### src/rtl/core/wprq_pkg.sv
// Package for the web palette run-length quantizer.
// Holds widths, register indexes, the transparent code and the result word type.
// No dependencies.
`default_nettype none

package wprq_pkg;

    localparam int LENGTH_BITS    = 20;
    localparam int WORD_BITS      = 32;
    localparam int CODE_BITS      = WORD_BITS - LENGTH_BITS;
    localparam int RUN_LEN_BITS   = 17;
    localparam int COUNT_BITS     = 16;
    localparam int CFG_IDX_BITS   = 1;
    localparam int CFG_DATA_BITS  = 16;
    localparam int QUEUE_DEPTH    = 4;
    localparam int QUEUE_PTR_BITS = 2;
    localparam int QUEUE_CNT_BITS = 3;

    localparam logic [CODE_BITS-1:0] CODE_CLEAR = '1;

    localparam logic [CFG_IDX_BITS-1:0] CFG_IMAGE_WIDTH  = 1'b0;
    localparam logic [CFG_IDX_BITS-1:0] CFG_IMAGE_HEIGHT = 1'b1;

    typedef struct packed {
        logic [WORD_BITS-1:0] run_word;
        logic                 last_of_row;
        logic                 last_of_page;
        logic                 fg_nonblack;
        logic                 bg_differs;
        logic [7:0]           ref_red;
        logic [7:0]           ref_green;
        logic [7:0]           ref_blue;
    } t_result;

    // second implies first
    typedef struct packed {
        logic first;
        logic second;
    } t_queue_push;

    typedef struct packed {
        logic valid;
        logic room;
    } t_queue_status;

endpackage

`default_nettype wire

### src/rtl/core/wprq_pix_if.sv
// Input channel: one foreground/background pixel pair per word.
// Valid/ready handshake; no dependencies.
`default_nettype none

interface wprq_pix_if;
    logic       valid;
    logic       ready;
    logic [7:0] fg_red;
    logic [7:0] fg_green;
    logic [7:0] fg_blue;
    logic [7:0] bg_red;
    logic [7:0] bg_green;
    logic [7:0] bg_blue;

    modport source (output valid, fg_red, fg_green, fg_blue, bg_red, bg_green, bg_blue,
                    input ready);
    modport sink (input valid, fg_red, fg_green, fg_blue, bg_red, bg_green, bg_blue,
                  output ready);
endinterface

`default_nettype wire

### src/rtl/core/wprq_run_if.sv
// Output channel: one run word with row/page marks, page flags and reference colour.
// Valid/ready handshake; no dependencies.
`default_nettype none

interface wprq_run_if;
    logic        valid;
    logic        ready;
    logic [31:0] run_word;
    logic        last_of_row;
    logic        last_of_page;
    logic        fg_nonblack;
    logic        bg_differs;
    logic [7:0]  ref_red;
    logic [7:0]  ref_green;
    logic [7:0]  ref_blue;

    modport source (output valid, run_word, last_of_row, last_of_page, fg_nonblack,
                    bg_differs, ref_red, ref_green, ref_blue, input ready);
    modport sink (input valid, run_word, last_of_row, last_of_page, fg_nonblack,
                  bg_differs, ref_red, ref_green, ref_blue, output ready);
endinterface

`default_nettype wire

### src/rtl/core/wprq_out_queue.sv
// Four-entry result queue that takes up to two words per cycle and gives one.
// Depends on wprq_pkg.
`default_nettype none

module wprq_out_queue (
    input  logic                   i_clk,
    input  logic                   i_rst_n,
    input  wprq_pkg::t_queue_push  i_push,
    input  wprq_pkg::t_result      i_first,
    input  wprq_pkg::t_result      i_second,
    input  logic                   i_pop,
    output wprq_pkg::t_result      o_head,
    output wprq_pkg::t_queue_status o_status
);
    import wprq_pkg::*;

    t_result                   r_mem [QUEUE_DEPTH];
    logic [QUEUE_PTR_BITS-1:0] r_wr_ptr, n_wr_ptr;
    logic [QUEUE_PTR_BITS-1:0] r_rd_ptr, n_rd_ptr;
    logic [QUEUE_CNT_BITS-1:0] r_count,  n_count;
    logic [QUEUE_PTR_BITS-1:0] w_wr_next;
    logic [QUEUE_CNT_BITS-1:0] w_push_n;
    logic                      w_pop;

    assign w_pop     = i_pop && (r_count != '0);
    assign w_push_n  = QUEUE_CNT_BITS'(i_push.first) + QUEUE_CNT_BITS'(i_push.second);
    assign w_wr_next = r_wr_ptr + QUEUE_PTR_BITS'(1);

    always_comb begin
        n_wr_ptr = r_wr_ptr + w_push_n[QUEUE_PTR_BITS-1:0];
        n_rd_ptr = r_rd_ptr + QUEUE_PTR_BITS'(w_pop);
        n_count  = r_count + w_push_n - QUEUE_CNT_BITS'(w_pop);
    end

    always_ff @(posedge i_clk) begin
        if (!i_rst_n) begin
            r_wr_ptr <= '0;
            r_rd_ptr <= '0;
            r_count  <= '0;
        end else begin
            r_wr_ptr <= n_wr_ptr;
            r_rd_ptr <= n_rd_ptr;
            r_count  <= n_count;
        end
    end

    always_ff @(posedge i_clk) begin
        if (i_push.first) begin
            r_mem[r_wr_ptr] <= i_first;
        end
        if (i_push.second) begin
            r_mem[w_wr_next] <= i_second;
        end
    end

    assign o_head         = r_mem[r_rd_ptr];
    assign o_status.valid = (r_count != '0);
    // keep room for the two words a single pixel can close
    assign o_status.room  = (r_count <= QUEUE_CNT_BITS'(QUEUE_DEPTH - 2));

endmodule

`default_nettype wire

### src/rtl/core/web_palette_rle_quantizer_top.sv
// Top level of the web palette run-length quantizer.
// Depends on wprq_pkg, wprq_pix_if, wprq_run_if and wprq_out_queue.
//
//  Channel  Dir  Handshake       Word
//  i_pix    in   valid/ready     fg and bg RGB pixel, raster order
//  o_run    out  valid/ready     run word, row/page marks, flags, reference colour
//  i_cfg    in   write enable    image_width (index 0), image_height (index 1)
//
// One pixel is taken per cycle while i_pix.ready is high; it is quantized and
// its run closed in the cycle it is accepted; its words are queued for o_run.
// A pixel that closes two runs puts two words in the four-entry result queue, so
// i_pix.ready drops while fewer than two entries are free.
// Reset is synchronous and active low: empty queue, counters at zero, size 1 x 1.
`default_nettype none

module web_palette_rle_quantizer_top (
    input  logic                               i_clk,
    input  logic                               i_rst_n,
    wprq_pix_if.sink                           i_pix,
    wprq_run_if.source                         o_run,
    input  logic                               i_cfg_we,
    input  logic [wprq_pkg::CFG_IDX_BITS-1:0]  i_cfg_idx,
    input  logic [wprq_pkg::CFG_DATA_BITS-1:0] i_cfg_data
);
    import wprq_pkg::*;

    function automatic logic [2:0] quant(input logic [7:0] c);
        // (c + 1) / 43 as a count of thresholds
        quant = 3'(c >= 8'd42) + 3'(c >= 8'd85) + 3'(c >= 8'd128) +
                3'(c >= 8'd171) + 3'(c >= 8'd214);
    endfunction

    function automatic logic [CODE_BITS-1:0] palette_code(input logic [7:0] r,
                                                          input logic [7:0] g,
                                                          input logic [7:0] b);
        logic [7:0] sum;
        sum = 8'(quant(b)) + 8'(quant(g)) * 8'd6 + 8'(quant(r)) * 8'd36;
        palette_code = CODE_BITS'(sum);
    endfunction

    logic [COUNT_BITS-1:0]   r_width, r_height;
    logic [COUNT_BITS-1:0]   r_col, n_col;
    logic [COUNT_BITS-1:0]   r_row, n_row;
    logic [CODE_BITS-1:0]    r_cur_code, n_cur_code;
    logic [RUN_LEN_BITS-1:0] r_cur_len, n_cur_len;
    logic [23:0]             r_ref, n_ref;
    logic                    r_fg_seen, n_fg_seen;
    logic                    r_bg_var, n_bg_var;

    logic                    w_accept;
    logic                    w_page_start;
    logic [23:0]             w_fg_pix, w_bg_pix;
    logic                    w_opaque;
    logic [CODE_BITS-1:0]    w_code;
    logic                    w_continue, w_break;
    logic [RUN_LEN_BITS-1:0] w_len;
    logic                    w_row_end, w_page_end;

    t_result                 w_closed, w_final;
    t_queue_push             w_push;
    t_result                 w_head;
    t_queue_status           w_status;

    assign w_accept = i_pix.valid && i_pix.ready;
    assign w_fg_pix = {i_pix.fg_red, i_pix.fg_green, i_pix.fg_blue};
    assign w_bg_pix = {i_pix.bg_red, i_pix.bg_green, i_pix.bg_blue};

    always_comb begin
        w_page_start = (r_col == '0) && (r_row == '0);
        // latch the reference and clear the flags at page start
        n_ref     = w_page_start ? w_bg_pix : r_ref;
        n_bg_var  = (!w_page_start && r_bg_var) || (w_bg_pix != n_ref);
        w_opaque  = (w_fg_pix != w_bg_pix);
        n_fg_seen = (!w_page_start && r_fg_seen) || (w_opaque && (w_fg_pix != '0));
        w_code    = w_opaque ? palette_code(i_pix.fg_red, i_pix.fg_green, i_pix.fg_blue)
                             : CODE_CLEAR;

        w_continue = (r_cur_len != '0) && (w_code == r_cur_code);
        w_break    = (r_cur_len != '0) && !w_continue;
        w_len      = w_continue ? r_cur_len + RUN_LEN_BITS'(1) : RUN_LEN_BITS'(1);

        w_row_end  = ({1'b0, r_col} + 17'd1) >= {1'b0, r_width};
        w_page_end = w_row_end && (({1'b0, r_row} + 17'd1) >= {1'b0, r_height});

        if (w_row_end) begin
            n_cur_code = CODE_CLEAR;
            n_cur_len  = '0;
            n_col      = '0;
            n_row      = w_page_end ? '0 : r_row + COUNT_BITS'(1);
        end else begin
            n_cur_code = w_code;
            n_cur_len  = w_len;
            n_col      = r_col + COUNT_BITS'(1);
            n_row      = r_row;
        end
    end

    always_comb begin
        w_closed.run_word     = {r_cur_code, LENGTH_BITS'(r_cur_len)};
        w_closed.last_of_row  = 1'b0;
        w_closed.last_of_page = 1'b0;
        w_closed.fg_nonblack  = n_fg_seen;
        w_closed.bg_differs   = n_bg_var;
        w_closed.ref_red      = n_ref[23:16];
        w_closed.ref_green    = n_ref[15:8];
        w_closed.ref_blue     = n_ref[7:0];

        w_final              = w_closed;
        w_final.run_word     = {w_code, LENGTH_BITS'(w_len)};
        w_final.last_of_row  = 1'b1;
        w_final.last_of_page = w_page_end;

        w_push.first  = w_accept && (w_break || w_row_end);
        w_push.second = w_accept && w_break && w_row_end;
    end

    always_ff @(posedge i_clk) begin
        if (!i_rst_n) begin
            r_width    <= COUNT_BITS'(1);
            r_height   <= COUNT_BITS'(1);
            r_col      <= '0;
            r_row      <= '0;
            r_cur_code <= CODE_CLEAR;
            r_cur_len  <= '0;
            r_ref      <= '0;
            r_fg_seen  <= 1'b0;
            r_bg_var   <= 1'b0;
        end else begin
            if (i_cfg_we) begin
                case (i_cfg_idx)
                    CFG_IMAGE_WIDTH:  r_width  <= i_cfg_data;
                    CFG_IMAGE_HEIGHT: r_height <= i_cfg_data;
                    default: ;
                endcase
            end
            if (w_accept) begin
                r_col      <= n_col;
                r_row      <= n_row;
                r_cur_code <= n_cur_code;
                r_cur_len  <= n_cur_len;
                r_ref      <= n_ref;
                r_fg_seen  <= n_fg_seen;
                r_bg_var   <= n_bg_var;
            end
        end
    end

    wprq_out_queue u_queue (
        .i_clk    (i_clk),
        .i_rst_n  (i_rst_n),
        .i_push   (w_push),
        .i_first  (w_break ? w_closed : w_final),
        .i_second (w_final),
        .i_pop    (o_run.ready),
        .o_head   (w_head),
        .o_status (w_status)
    );

    assign i_pix.ready        = w_status.room;
    assign o_run.valid        = w_status.valid;
    assign o_run.run_word     = w_head.run_word;
    assign o_run.last_of_row  = w_head.last_of_row;
    assign o_run.last_of_page = w_head.last_of_page;
    assign o_run.fg_nonblack  = w_head.fg_nonblack;
    assign o_run.bg_differs   = w_head.bg_differs;
    assign o_run.ref_red      = w_head.ref_red;
    assign o_run.ref_green    = w_head.ref_green;
    assign o_run.ref_blue     = w_head.ref_blue;

endmodule

`default_nettype wire

### src/flat_wrapper.sv
// flat-port wrapper written by rule: the top's interface ports become plain ports
module web_palette_rle_quantizer_top_flat import wprq_pkg::*;
  (i_clk, i_rst_n, i_cfg_we, i_cfg_idx, i_cfg_data, i_pix_valid, i_pix_fg_red, i_pix_fg_green, i_pix_fg_blue, i_pix_bg_red, i_pix_bg_green, i_pix_bg_blue, i_pix_ready, o_run_valid, o_run_run_word, o_run_last_of_row, o_run_last_of_page, o_run_fg_nonblack, o_run_bg_differs, o_run_ref_red, o_run_ref_green, o_run_ref_blue, o_run_ready);
  wprq_pix_if i_pix_i ();
  wprq_run_if o_run_i ();
  input  logic i_clk;
  input  logic i_rst_n;
  input  logic i_cfg_we;
  input  logic [wprq_pkg::CFG_IDX_BITS-1:0] i_cfg_idx;
  input  logic [wprq_pkg::CFG_DATA_BITS-1:0] i_cfg_data;
  input wire logic [$bits(i_pix_i.valid)-1:0] i_pix_valid;
  input wire logic [$bits(i_pix_i.fg_red)-1:0] i_pix_fg_red;
  input wire logic [$bits(i_pix_i.fg_green)-1:0] i_pix_fg_green;
  input wire logic [$bits(i_pix_i.fg_blue)-1:0] i_pix_fg_blue;
  input wire logic [$bits(i_pix_i.bg_red)-1:0] i_pix_bg_red;
  input wire logic [$bits(i_pix_i.bg_green)-1:0] i_pix_bg_green;
  input wire logic [$bits(i_pix_i.bg_blue)-1:0] i_pix_bg_blue;
  output wire logic [$bits(i_pix_i.ready)-1:0] i_pix_ready;
  output wire logic [$bits(o_run_i.valid)-1:0] o_run_valid;
  output wire logic [$bits(o_run_i.run_word)-1:0] o_run_run_word;
  output wire logic [$bits(o_run_i.last_of_row)-1:0] o_run_last_of_row;
  output wire logic [$bits(o_run_i.last_of_page)-1:0] o_run_last_of_page;
  output wire logic [$bits(o_run_i.fg_nonblack)-1:0] o_run_fg_nonblack;
  output wire logic [$bits(o_run_i.bg_differs)-1:0] o_run_bg_differs;
  output wire logic [$bits(o_run_i.ref_red)-1:0] o_run_ref_red;
  output wire logic [$bits(o_run_i.ref_green)-1:0] o_run_ref_green;
  output wire logic [$bits(o_run_i.ref_blue)-1:0] o_run_ref_blue;
  input wire logic [$bits(o_run_i.ready)-1:0] o_run_ready;
  assign i_pix_i.valid = i_pix_valid;
  assign i_pix_i.fg_red = i_pix_fg_red;
  assign i_pix_i.fg_green = i_pix_fg_green;
  assign i_pix_i.fg_blue = i_pix_fg_blue;
  assign i_pix_i.bg_red = i_pix_bg_red;
  assign i_pix_i.bg_green = i_pix_bg_green;
  assign i_pix_i.bg_blue = i_pix_bg_blue;
  assign i_pix_ready = i_pix_i.ready;
  assign o_run_valid = o_run_i.valid;
  assign o_run_run_word = o_run_i.run_word;
  assign o_run_last_of_row = o_run_i.last_of_row;
  assign o_run_last_of_page = o_run_i.last_of_page;
  assign o_run_fg_nonblack = o_run_i.fg_nonblack;
  assign o_run_bg_differs = o_run_i.bg_differs;
  assign o_run_ref_red = o_run_i.ref_red;
  assign o_run_ref_green = o_run_i.ref_green;
  assign o_run_ref_blue = o_run_i.ref_blue;
  assign o_run_i.ready = o_run_ready;
  web_palette_rle_quantizer_top u_core (.i_clk(i_clk), .i_rst_n(i_rst_n), .i_pix(i_pix_i), .o_run(o_run_i), .i_cfg_we(i_cfg_we), .i_cfg_idx(i_cfg_idx), .i_cfg_data(i_cfg_data));
endmodule
### config.mk
export PLATFORM = sky130hd
export DESIGN_NAME = web_palette_rle_quantizer_top_flat
export DESIGN_NICKNAME = d
export VERILOG_FILES = /design/src/rtl/core/wprq_pkg.sv /design/src/rtl/core/wprq_pix_if.sv /design/src/rtl/core/wprq_run_if.sv /design/src/rtl/core/wprq_out_queue.sv /design/src/rtl/core/web_palette_rle_quantizer_top.sv /design/src/flat_wrapper.sv
export SDC_FILE = /design/constraint.sdc
export NUM_CORES = 1
export LEC_CHECK = 0
export BUFFER_PORTS_ARGS = -buffer_cell sky130_fd_sc_hd__buf_4
export CORE_ASPECT_RATIO = 0.5
export CORE_MARGIN = 1.5
export CORE_UTILIZATION = 60
export DETAILED_ROUTE_END_ITERATION = 6
export MAX_ROUTING_LAYER = met4
export PLACE_DENSITY = 0.79
export REMOVE_ABC_BUFFERS = 1
export SETUP_SLACK_MARGIN = 0.3
export SYNTH_ARGS = -nofsm -noshare
export SYNTH_HDL_FRONTEND = slang
export SYNTH_SLANG_ARGS = --single-unit
### constraint.sdc
create_clock -name i_clk -period 9.4 [get_ports i_clk]
set_input_delay 1.88 -clock i_clk [delete_from_list [all_inputs] [get_ports i_clk]]
set_output_delay 1.88 -clock i_clk [all_outputs]
set_load 0.02 [all_outputs]
# ---- Word level (Yosys, flattened, before mapping)
# Memory sizes are Yosys's and may differ from the RTL's. A register that Yosys moved wholly into a read port is not among the register bits.
# Index checks and enable logic that the tools add are counted.
dict set report word_totals {
  memories 1
  output_inout_bits 62
  ramBits 240
  wordCells 100
  regBits 126
}
# name depth width rd rd_clocked_by_memory_dff write_ports line
set memory_table {}
lappend memory_table {u_core.u_queue.r_mem 4 60 1 1 2 wprq_out_queue.sv:17} ;# t_result r_mem [QUEUE_DEPTH];
dict set report op_classes {
  order_cmp 18
  mul 2
  n_mux 13
  n_bitwise 1
  reduce_logical 25
  addsub 25
  eq_ne 3
}
# op count
set ops {}
lappend ops {{8-bit greater-or-equal comparator (second input constant)} 9}
lappend ops {{60-bit 2-to-1 mux} 1}
lappend ops {{24-bit inequality test} 2}
lappend ops {{16-bit by 1-bit adder with 17-bit output (second input constant)} 2}
lappend ops {{17-bit by 16-bit greater-or-equal comparator with 1-bit output} 2}
lappend ops {{17-bit 2-to-1 mux} 2}
lappend ops {{16-bit by 1-bit adder with 16-bit output (second input constant)} 2}
lappend ops {{16-bit zero test} 2}
lappend ops {{16-bit 2-to-1 mux} 2}
lappend ops {{3-bit by 1-bit adder with 3-bit output} 9}
lappend ops {{8-bit by 6-bit greater-or-equal comparator with 1-bit output (second input constant)} 3}
lappend ops {{8-bit by 7-bit greater-or-equal comparator with 1-bit output (second input constant)} 3}
lappend ops {{12-bit 2-to-1 mux} 2}
lappend ops {{24-bit 2-to-1 mux} 1}
lappend ops {{24-bit nonzero test} 1}
lappend ops {{17-bit by 1-bit adder with 17-bit output (second input constant)} 1}
lappend ops {{17-bit nonzero test} 1}
lappend ops {{12-bit equality test} 1}
lappend ops {{1-bit logical AND} 12}
lappend ops {{1-bit by 1-bit adder with 2-bit output} 4}
lappend ops {{8-bit adder} 1}
lappend ops {{3-bit by 6-bit adder with 7-bit output} 1}
lappend ops {{3-bit by 4-bit multiplier with 6-bit output (second input constant)} 1}
lappend ops {{2-bit AND reduction} 3}
lappend ops {{other kinds (13)} 19}

# ---- Logic depth before layout (Yosys ltp)
dict set report logic_depth {
  ltp_word 18
  mapped_depth 35
  mapped_depth_nobuf 35
}

# ---- Modules after synthesis
# Synthesis repeated with hierarchy kept, for this count alone.
dict set report hier_totals {
  cells_unflattened 1778
  hier_area_um2 20677.3
}
# mod cells_each instances seq_area_each_um2 area_per_inst_um2
set by_module_without_submodules {}
lappend by_module_without_submodules {wprq_out_queue 624 1 7347.0 11937.7}
lappend by_module_without_submodules {web_palette_rle_quantizer_top 1154 1 2322.2 8739.6}

# ---- Worst setup path after synthesis
# OpenSTA, ideal clock, no wires.
dict set report synth_timing {
  path_kind {input to register}
  start {input port i_pix_fg_green[0]}
  end {memory u_core.u_queue.r_mem[2][0] in the netlist's numbering, enable pin}
  arrival_time_ns 8.395
  slack_ns 0.598
  n_path_buf 1
  t_required_ns 8.993
  stages 28
  setup_time_ns 0.407
  path_cell_list {o21a_1 > o21a_1 > o21ai_0 > nand2b_1 > ha_1 > inv_1 > fa_1 > inv_1 > ha_1 > inv_1 > fa_1 > inv_1 > ha_1 > inv_1 > fa_1 > inv_1 > ha_1 > fa_1 > a21o_1 > a21oi_1 > xor2_1 > a311oi_1 > o211a_1 > a31oi_4 > nor2_1 > o32a_1 > clkbuf_1 > inv_1}
}
# item line
set synth_rtl {}
lappend synth_rtl {{from (decl)} flat_wrapper.sv:13} ;# input wire logic [$bits(i_pix_i.fg_green)-1:0] i_pix_fg_green;
lappend synth_rtl {{to (decl)} wprq_out_queue.sv:17}

# ---- Worst setup path in the final report
dict set report layout_timing {
  start {input port i_pix_fg_green[0]}
  end {register u_core.u_queue.r_count[2]}
}
dict set report layout_between {
  elab_chain_len 18
}
# item line
set layout_rtl {}
lappend layout_rtl {{8-bit by 6-bit greater-or-equal comparator with 1-bit output / 8-bit by 7-bit greater-or-equal comparator with 1-bit output (equally long branches)} web_palette_rle_quantizer_top.sv:29} ;# quant = 3'(c >= 8'd42) + 3'(c >= 8'd85) + 3'(c >= 8'd128) +
lappend layout_rtl {{1-bit by 1-bit adder with 2-bit output} web_palette_rle_quantizer_top.sv:29}
lappend layout_rtl {{3-bit by 1-bit adder with 3-bit output (2 in series)} web_palette_rle_quantizer_top.sv:29}
lappend layout_rtl {{3-bit by 1-bit adder with 3-bit output} web_palette_rle_quantizer_top.sv:30} ;# 3'(c >= 8'd171) + 3'(c >= 8'd214);
lappend layout_rtl {{3-bit by 2-bit multiplier with 5-bit output} web_palette_rle_quantizer_top.sv:37} ;# sum = 8'(quant(b)) + 8'(quant(g)) * 8'd6 + 8'(quant(r)) * 8'd36;
lappend layout_rtl {{3-bit by 6-bit adder with 7-bit output} web_palette_rle_quantizer_top.sv:37}
lappend layout_rtl {{8-bit adder} web_palette_rle_quantizer_top.sv:37}
lappend layout_rtl {{12-bit 2-to-1 mux (*)} web_palette_rle_quantizer_top.sv:75} ;# w_code = w_opaque ? palette_code(i_pix.fg_red, i_pix.fg_green, i_pix.fg_blue)
lappend layout_rtl {{12-bit equality test (*)} web_palette_rle_quantizer_top.sv:78} ;# w_continue = (r_cur_len != '0) && (w_code == r_cur_code);
lappend layout_rtl {{1-bit logical AND (*)} web_palette_rle_quantizer_top.sv:78}
lappend layout_rtl {{1-bit zero test (*)} web_palette_rle_quantizer_top.sv:79} ;# w_break = (r_cur_len != '0) && !w_continue;
lappend layout_rtl {{1-bit logical AND (*)} web_palette_rle_quantizer_top.sv:79}
lappend layout_rtl {{1-bit logical OR / 1-bit logical AND (equally long branches)} {web_palette_rle_quantizer_top.sv:113, web_palette_rle_quantizer_top.sv:114}}
lappend layout_rtl {{1-bit logical AND, on equally long branches} {web_palette_rle_quantizer_top.sv:113, web_palette_rle_quantizer_top.sv:114}}
lappend layout_rtl {{1-bit by 1-bit adder with 2-bit output (*)} wprq_out_queue.sv:26} ;# assign w_push_n = QUEUE_CNT_BITS'(i_push.first) + QUEUE_CNT_BITS'(i_push.second);
lappend layout_rtl {{3-bit by 2-bit adder with 3-bit output (*)} wprq_out_queue.sv:32} ;# n_count = r_count + w_push_n - QUEUE_CNT_BITS'(w_pop);
lappend layout_rtl {{3-bit by 1-bit subtractor with 3-bit output (*)} wprq_out_queue.sv:32}
lappend layout_rtl {{to (signal assigned)} wprq_out_queue.sv:43} ;# r_count <= n_count;
lappend layout_rtl {{to (decl)} wprq_out_queue.sv:20} ;# logic [QUEUE_CNT_BITS-1:0] r_count, n_count;
# Every way passes the cells marked *; elsewhere a longest branch is shown, timed or not.
# A chain may end at the register's enable or synchronous reset.

==> impl_metrics.ini <==
[logic_synthesis]
synth-seq-cells = 339
syn_inst = 1776
yosysWarnings = 0
syn_avg_cell_area_um2 = 10.4
ys.flop_type = edfxtp_1
synth_edf_count = 212
netlist_area_um2 = 18400
synthArstFlopShare_pct = 0
synth-seq-area-share_pct = 48.4
ys_types = 75

[sta]
hold_viol = 0
max_clock_freq_ghz = 0.119
finalSetupViolCount = 0
tns_ns = 0
rsz0062_at_grt = no
clock_skew_ns = 0.0183
setup_ws_ns = 0.998
relSlewSlack_pct = 16.8
fin_hold_ws_ns = 0.462
finalCritPeriodShare_pct = 89.4
drv_slew = 0
tightestPinTransition_ns = 1.23
period_needed_ns = 8.40

[worst_setup_path]
slowest_stage = fa_1
path_max_fanout = 8
crit_top_cell = inv_1
crit_arrival_ns = 8.86
crit_path_end_kind = register
crit_type = in -> reg
max_stage_delay_ns = 0.56
startpoint_type = input pin
crit-reg2reg-launch = u_core.r_col[0]$_SDFFE_PN0P_
cp.buffers_inverters = 10
required_ns = 9.86
setup.worst_path.start = i_pix_fg_green[0]
cp_top_family = adder cells

[finish]
antenna_cells = 0
area_growth_pct = 12.8
final_nets = 1987
final_core_util_pct = 68.7
drive_gt1_share_pct = 15.8

[grt]
grt_overflow = 0
grt_pass1_vias = 13600
grtUsageTotal_pct = 29.8
grt_max_degree = 78
grt_pass1_wl_um = 72700
antenna_found_initial = 0

[worst_hold_path]
worstHoldStart = u_core.r_width[2]$_SDFFE_PN0P_
hold_class = reg -> reg

[power]
ir_drop_mv = 0.138
power.density_nw_per_um2 = 238
static-leakage-power_uw = 0.00796

[clocking]
cts_buffers = 30
post_cts_buffers = 0
hold_buffers = 0
htreeDepth = 1
root_buffer = clkbuf_16
cts_tree = done
clk_latency_ns = 0.57
cts.sinks = 339
clkTransAtPathRegs_ns = 0.07
postCtsResizedCells = 0
cts_buffer_depth = 3

[routing]
first_pass_iters = 6
detail_route.wl_per_cell_um = 20.3
ant_nets = 0
met3_length_um = 3660
met2_length_um = 22200
drt-met1-wl_um = 19100
top_layer_used = met4
drc = 0
vias = 14100
via_per_inst = 6.21
drt_iter0_drc = 1409
drt_wl_total_um = 46000

[floorplanning]
die_w_um = 251
core_um2 = 30200
floorplan.initialDensity_pct = 60.9
chipHeight_um = 127
io-pin-count = 132
dieArea_um2 = 31800
row_count = 45

[placed_design]
place.gp.congestion = 0.952
hpwl_um = 30200
pre_cts_ws_ns = 0.478
io_buffers = 128

[flow_run]
maxCapViolations = 0

[outcome]
status = finished clean
==> power by group <==
| part | leakage, uW | total, uW | switching [uW] | internal [uW] |
|---|---|---|---|---|
| combinational | 0.00439 | 1810 | 1100 | 713 |
| clock | 0.000499 | 1300 | 561 | 734 |
| sequential | 0.00306 | 1830 | 112 | 1720 |
==> cells in the final DEF (no fill, tap or decap), drive strengths merged, types with 46 or more instances in the layout <==
master	count
edfxtp	212
xnor2	52
inv	78
dfxtp	127
nor2	180
o21ai	67
a21oi	91
xor2	46
ha	60
mux4	54
a21boi	50
nand2	232
buf	163
==> per-stage QoR <==
step                      cells  area, um^2  power (uW)
after global placement     2213       19700        3610
after global routing       2270       20800        5150
after CTS                  2269       20800        4930
after floorplan            1652       17900        3020
final                      2270       20800        4940
after detailed placement   2213       19700        3650
==> final timing paths <==
| check | endpoint | slack [ns] | cells past startpoint |
|---|---|---|---|
| max reg2reg | u_core.u_queue.r_count[2]$_SDFF_PN0_ | 3.90 | 23 |
| max | u_core.u_queue.r_count[2]$_SDFF_PN0_ | 1.0 | 35 |
| min | u_core.r_width[2]$_SDFFE_PN0P_ | 0.46 | 2 |
| min reg2reg | u_core.r_width[2]$_SDFFE_PN0P_ | 0.46 | 2 |
==> cells by family (layout without fill, tap and decap cells) <==
| logic type | after synthesis | count (layout) | synth area share, % |
|---|---|---|---|
| other | 1 | 3 | 0.0204 |
| xor gates and xnor gates | 98 | 98 | 4.66 |
| muxes | 88 | 88 | 8.48 |
| AOI/OAI and AO/OA | 350 | 350 | 13.2 |
| and+or+nand+nor | 627 | 627 | 15.7 |
| DFF | 339 | 339 | 48.4 |
| adders and majority gates | 71 | 71 | 5.22 |
| buffers and inverters | 202 | 295 | 4.41 |
==> cell type report <==
class / count / area [um^2]
fill: 2261 / 9460
sequential: 339 / 8910
multi-input combinational: 1237 / 8730
timing repair buffer: 163 / 1300
clock buffer: 42 / 868
tap: 399 / 499
inverter: 76 / 285
clock inverter: 14 / 174
==> Yosys cell counts, types with 5 or more instances <==
master | count | area share (%)
nand2_1 | 232 | 4.7
edfxtp_1 | 212 | 35
nor2_1 | 180 | 3.7
dfxtp_1 | 127 | 14
a21oi_1 | 89 | 2.4
clkbuf_1 | 83 | 1.7
inv_1 | 75 | 1.5
o21ai_0 | 67 | 1.8
ha_1 | 60 | 4.1
mux4_2 | 54 | 6.6
xnor2_1 | 52 | 2.5
a21boi_0 | 50 | 2.0
xor2_1 | 46 | 2.2
mux2i_1 | 33 | 1.8
nand3_1 | 31 | 0.84
nor3_1 | 30 | 0.82
nor2b_1 | 28 | 0.95
o211a_1 | 28 | 1.5
buf_2 | 25 | 0.68
and2_1 | 21 | 0.71
nor4_1 | 20 | 0.68
and3_1 | 19 | 0.65
nand4_1 | 19 | 0.65
a22oi_1 | 16 | 0.65
a32o_1 | 15 | 0.82
o21a_1 | 15 | 0.61
nand3b_1 | 14 | 0.57
buf_1 | 12 | 0.24
nand2b_1 | 12 | 0.41
a21o_1 | 10 | 0.41
fa_1 | 10 | 1.1
a31oi_1 | 9 | 0.31
a22o_1 | 6 | 0.29
buf_4 | 6 | 0.24
a211oi_1 | 5 | 0.20
and4_1 | 5 | 0.24
o211ai_1 | 5 | 0.20
==> registers in the layout, indices dropped and copies added, names as in the netlist <==
name                     flops
u_core.u_queue.r_rd_ptr      2
u_core.r_ref                24
u_core.r_bg_var              1
u_core.r_cur_code            9
u_core.r_cur_len            17
u_core.u_queue.r_count       3
u_core.r_width              16
u_core.r_col                16
u_core.u_queue.r_wr_ptr      2
u_core.r_fg_seen             1
u_core.r_row                16
u_core.r_height             16
u_core.u_queue.r_mem       216
==> tightest hold or removal path: cells and delay by family, from the launching register on <==
kind | cells | cell delay (ns)
AOI/OAI and AO/OA | 1 | 0.06
DFF | 1 | 0.31
and+or+nand+nor | 1 | 0.04
==> per-layer routing <==
| metal | global-route usage, % | up-vias |
|---|---|---|
| met4 | 7.63 | 0 |
| met1 | 39.7 | 6855 |
| met5 | - | - |
| li1 | - | 6502 |
| met3 | 4.15 | 89 |
| met2 | 48.6 | 648 |
Power figures use the tool's default switching activity.
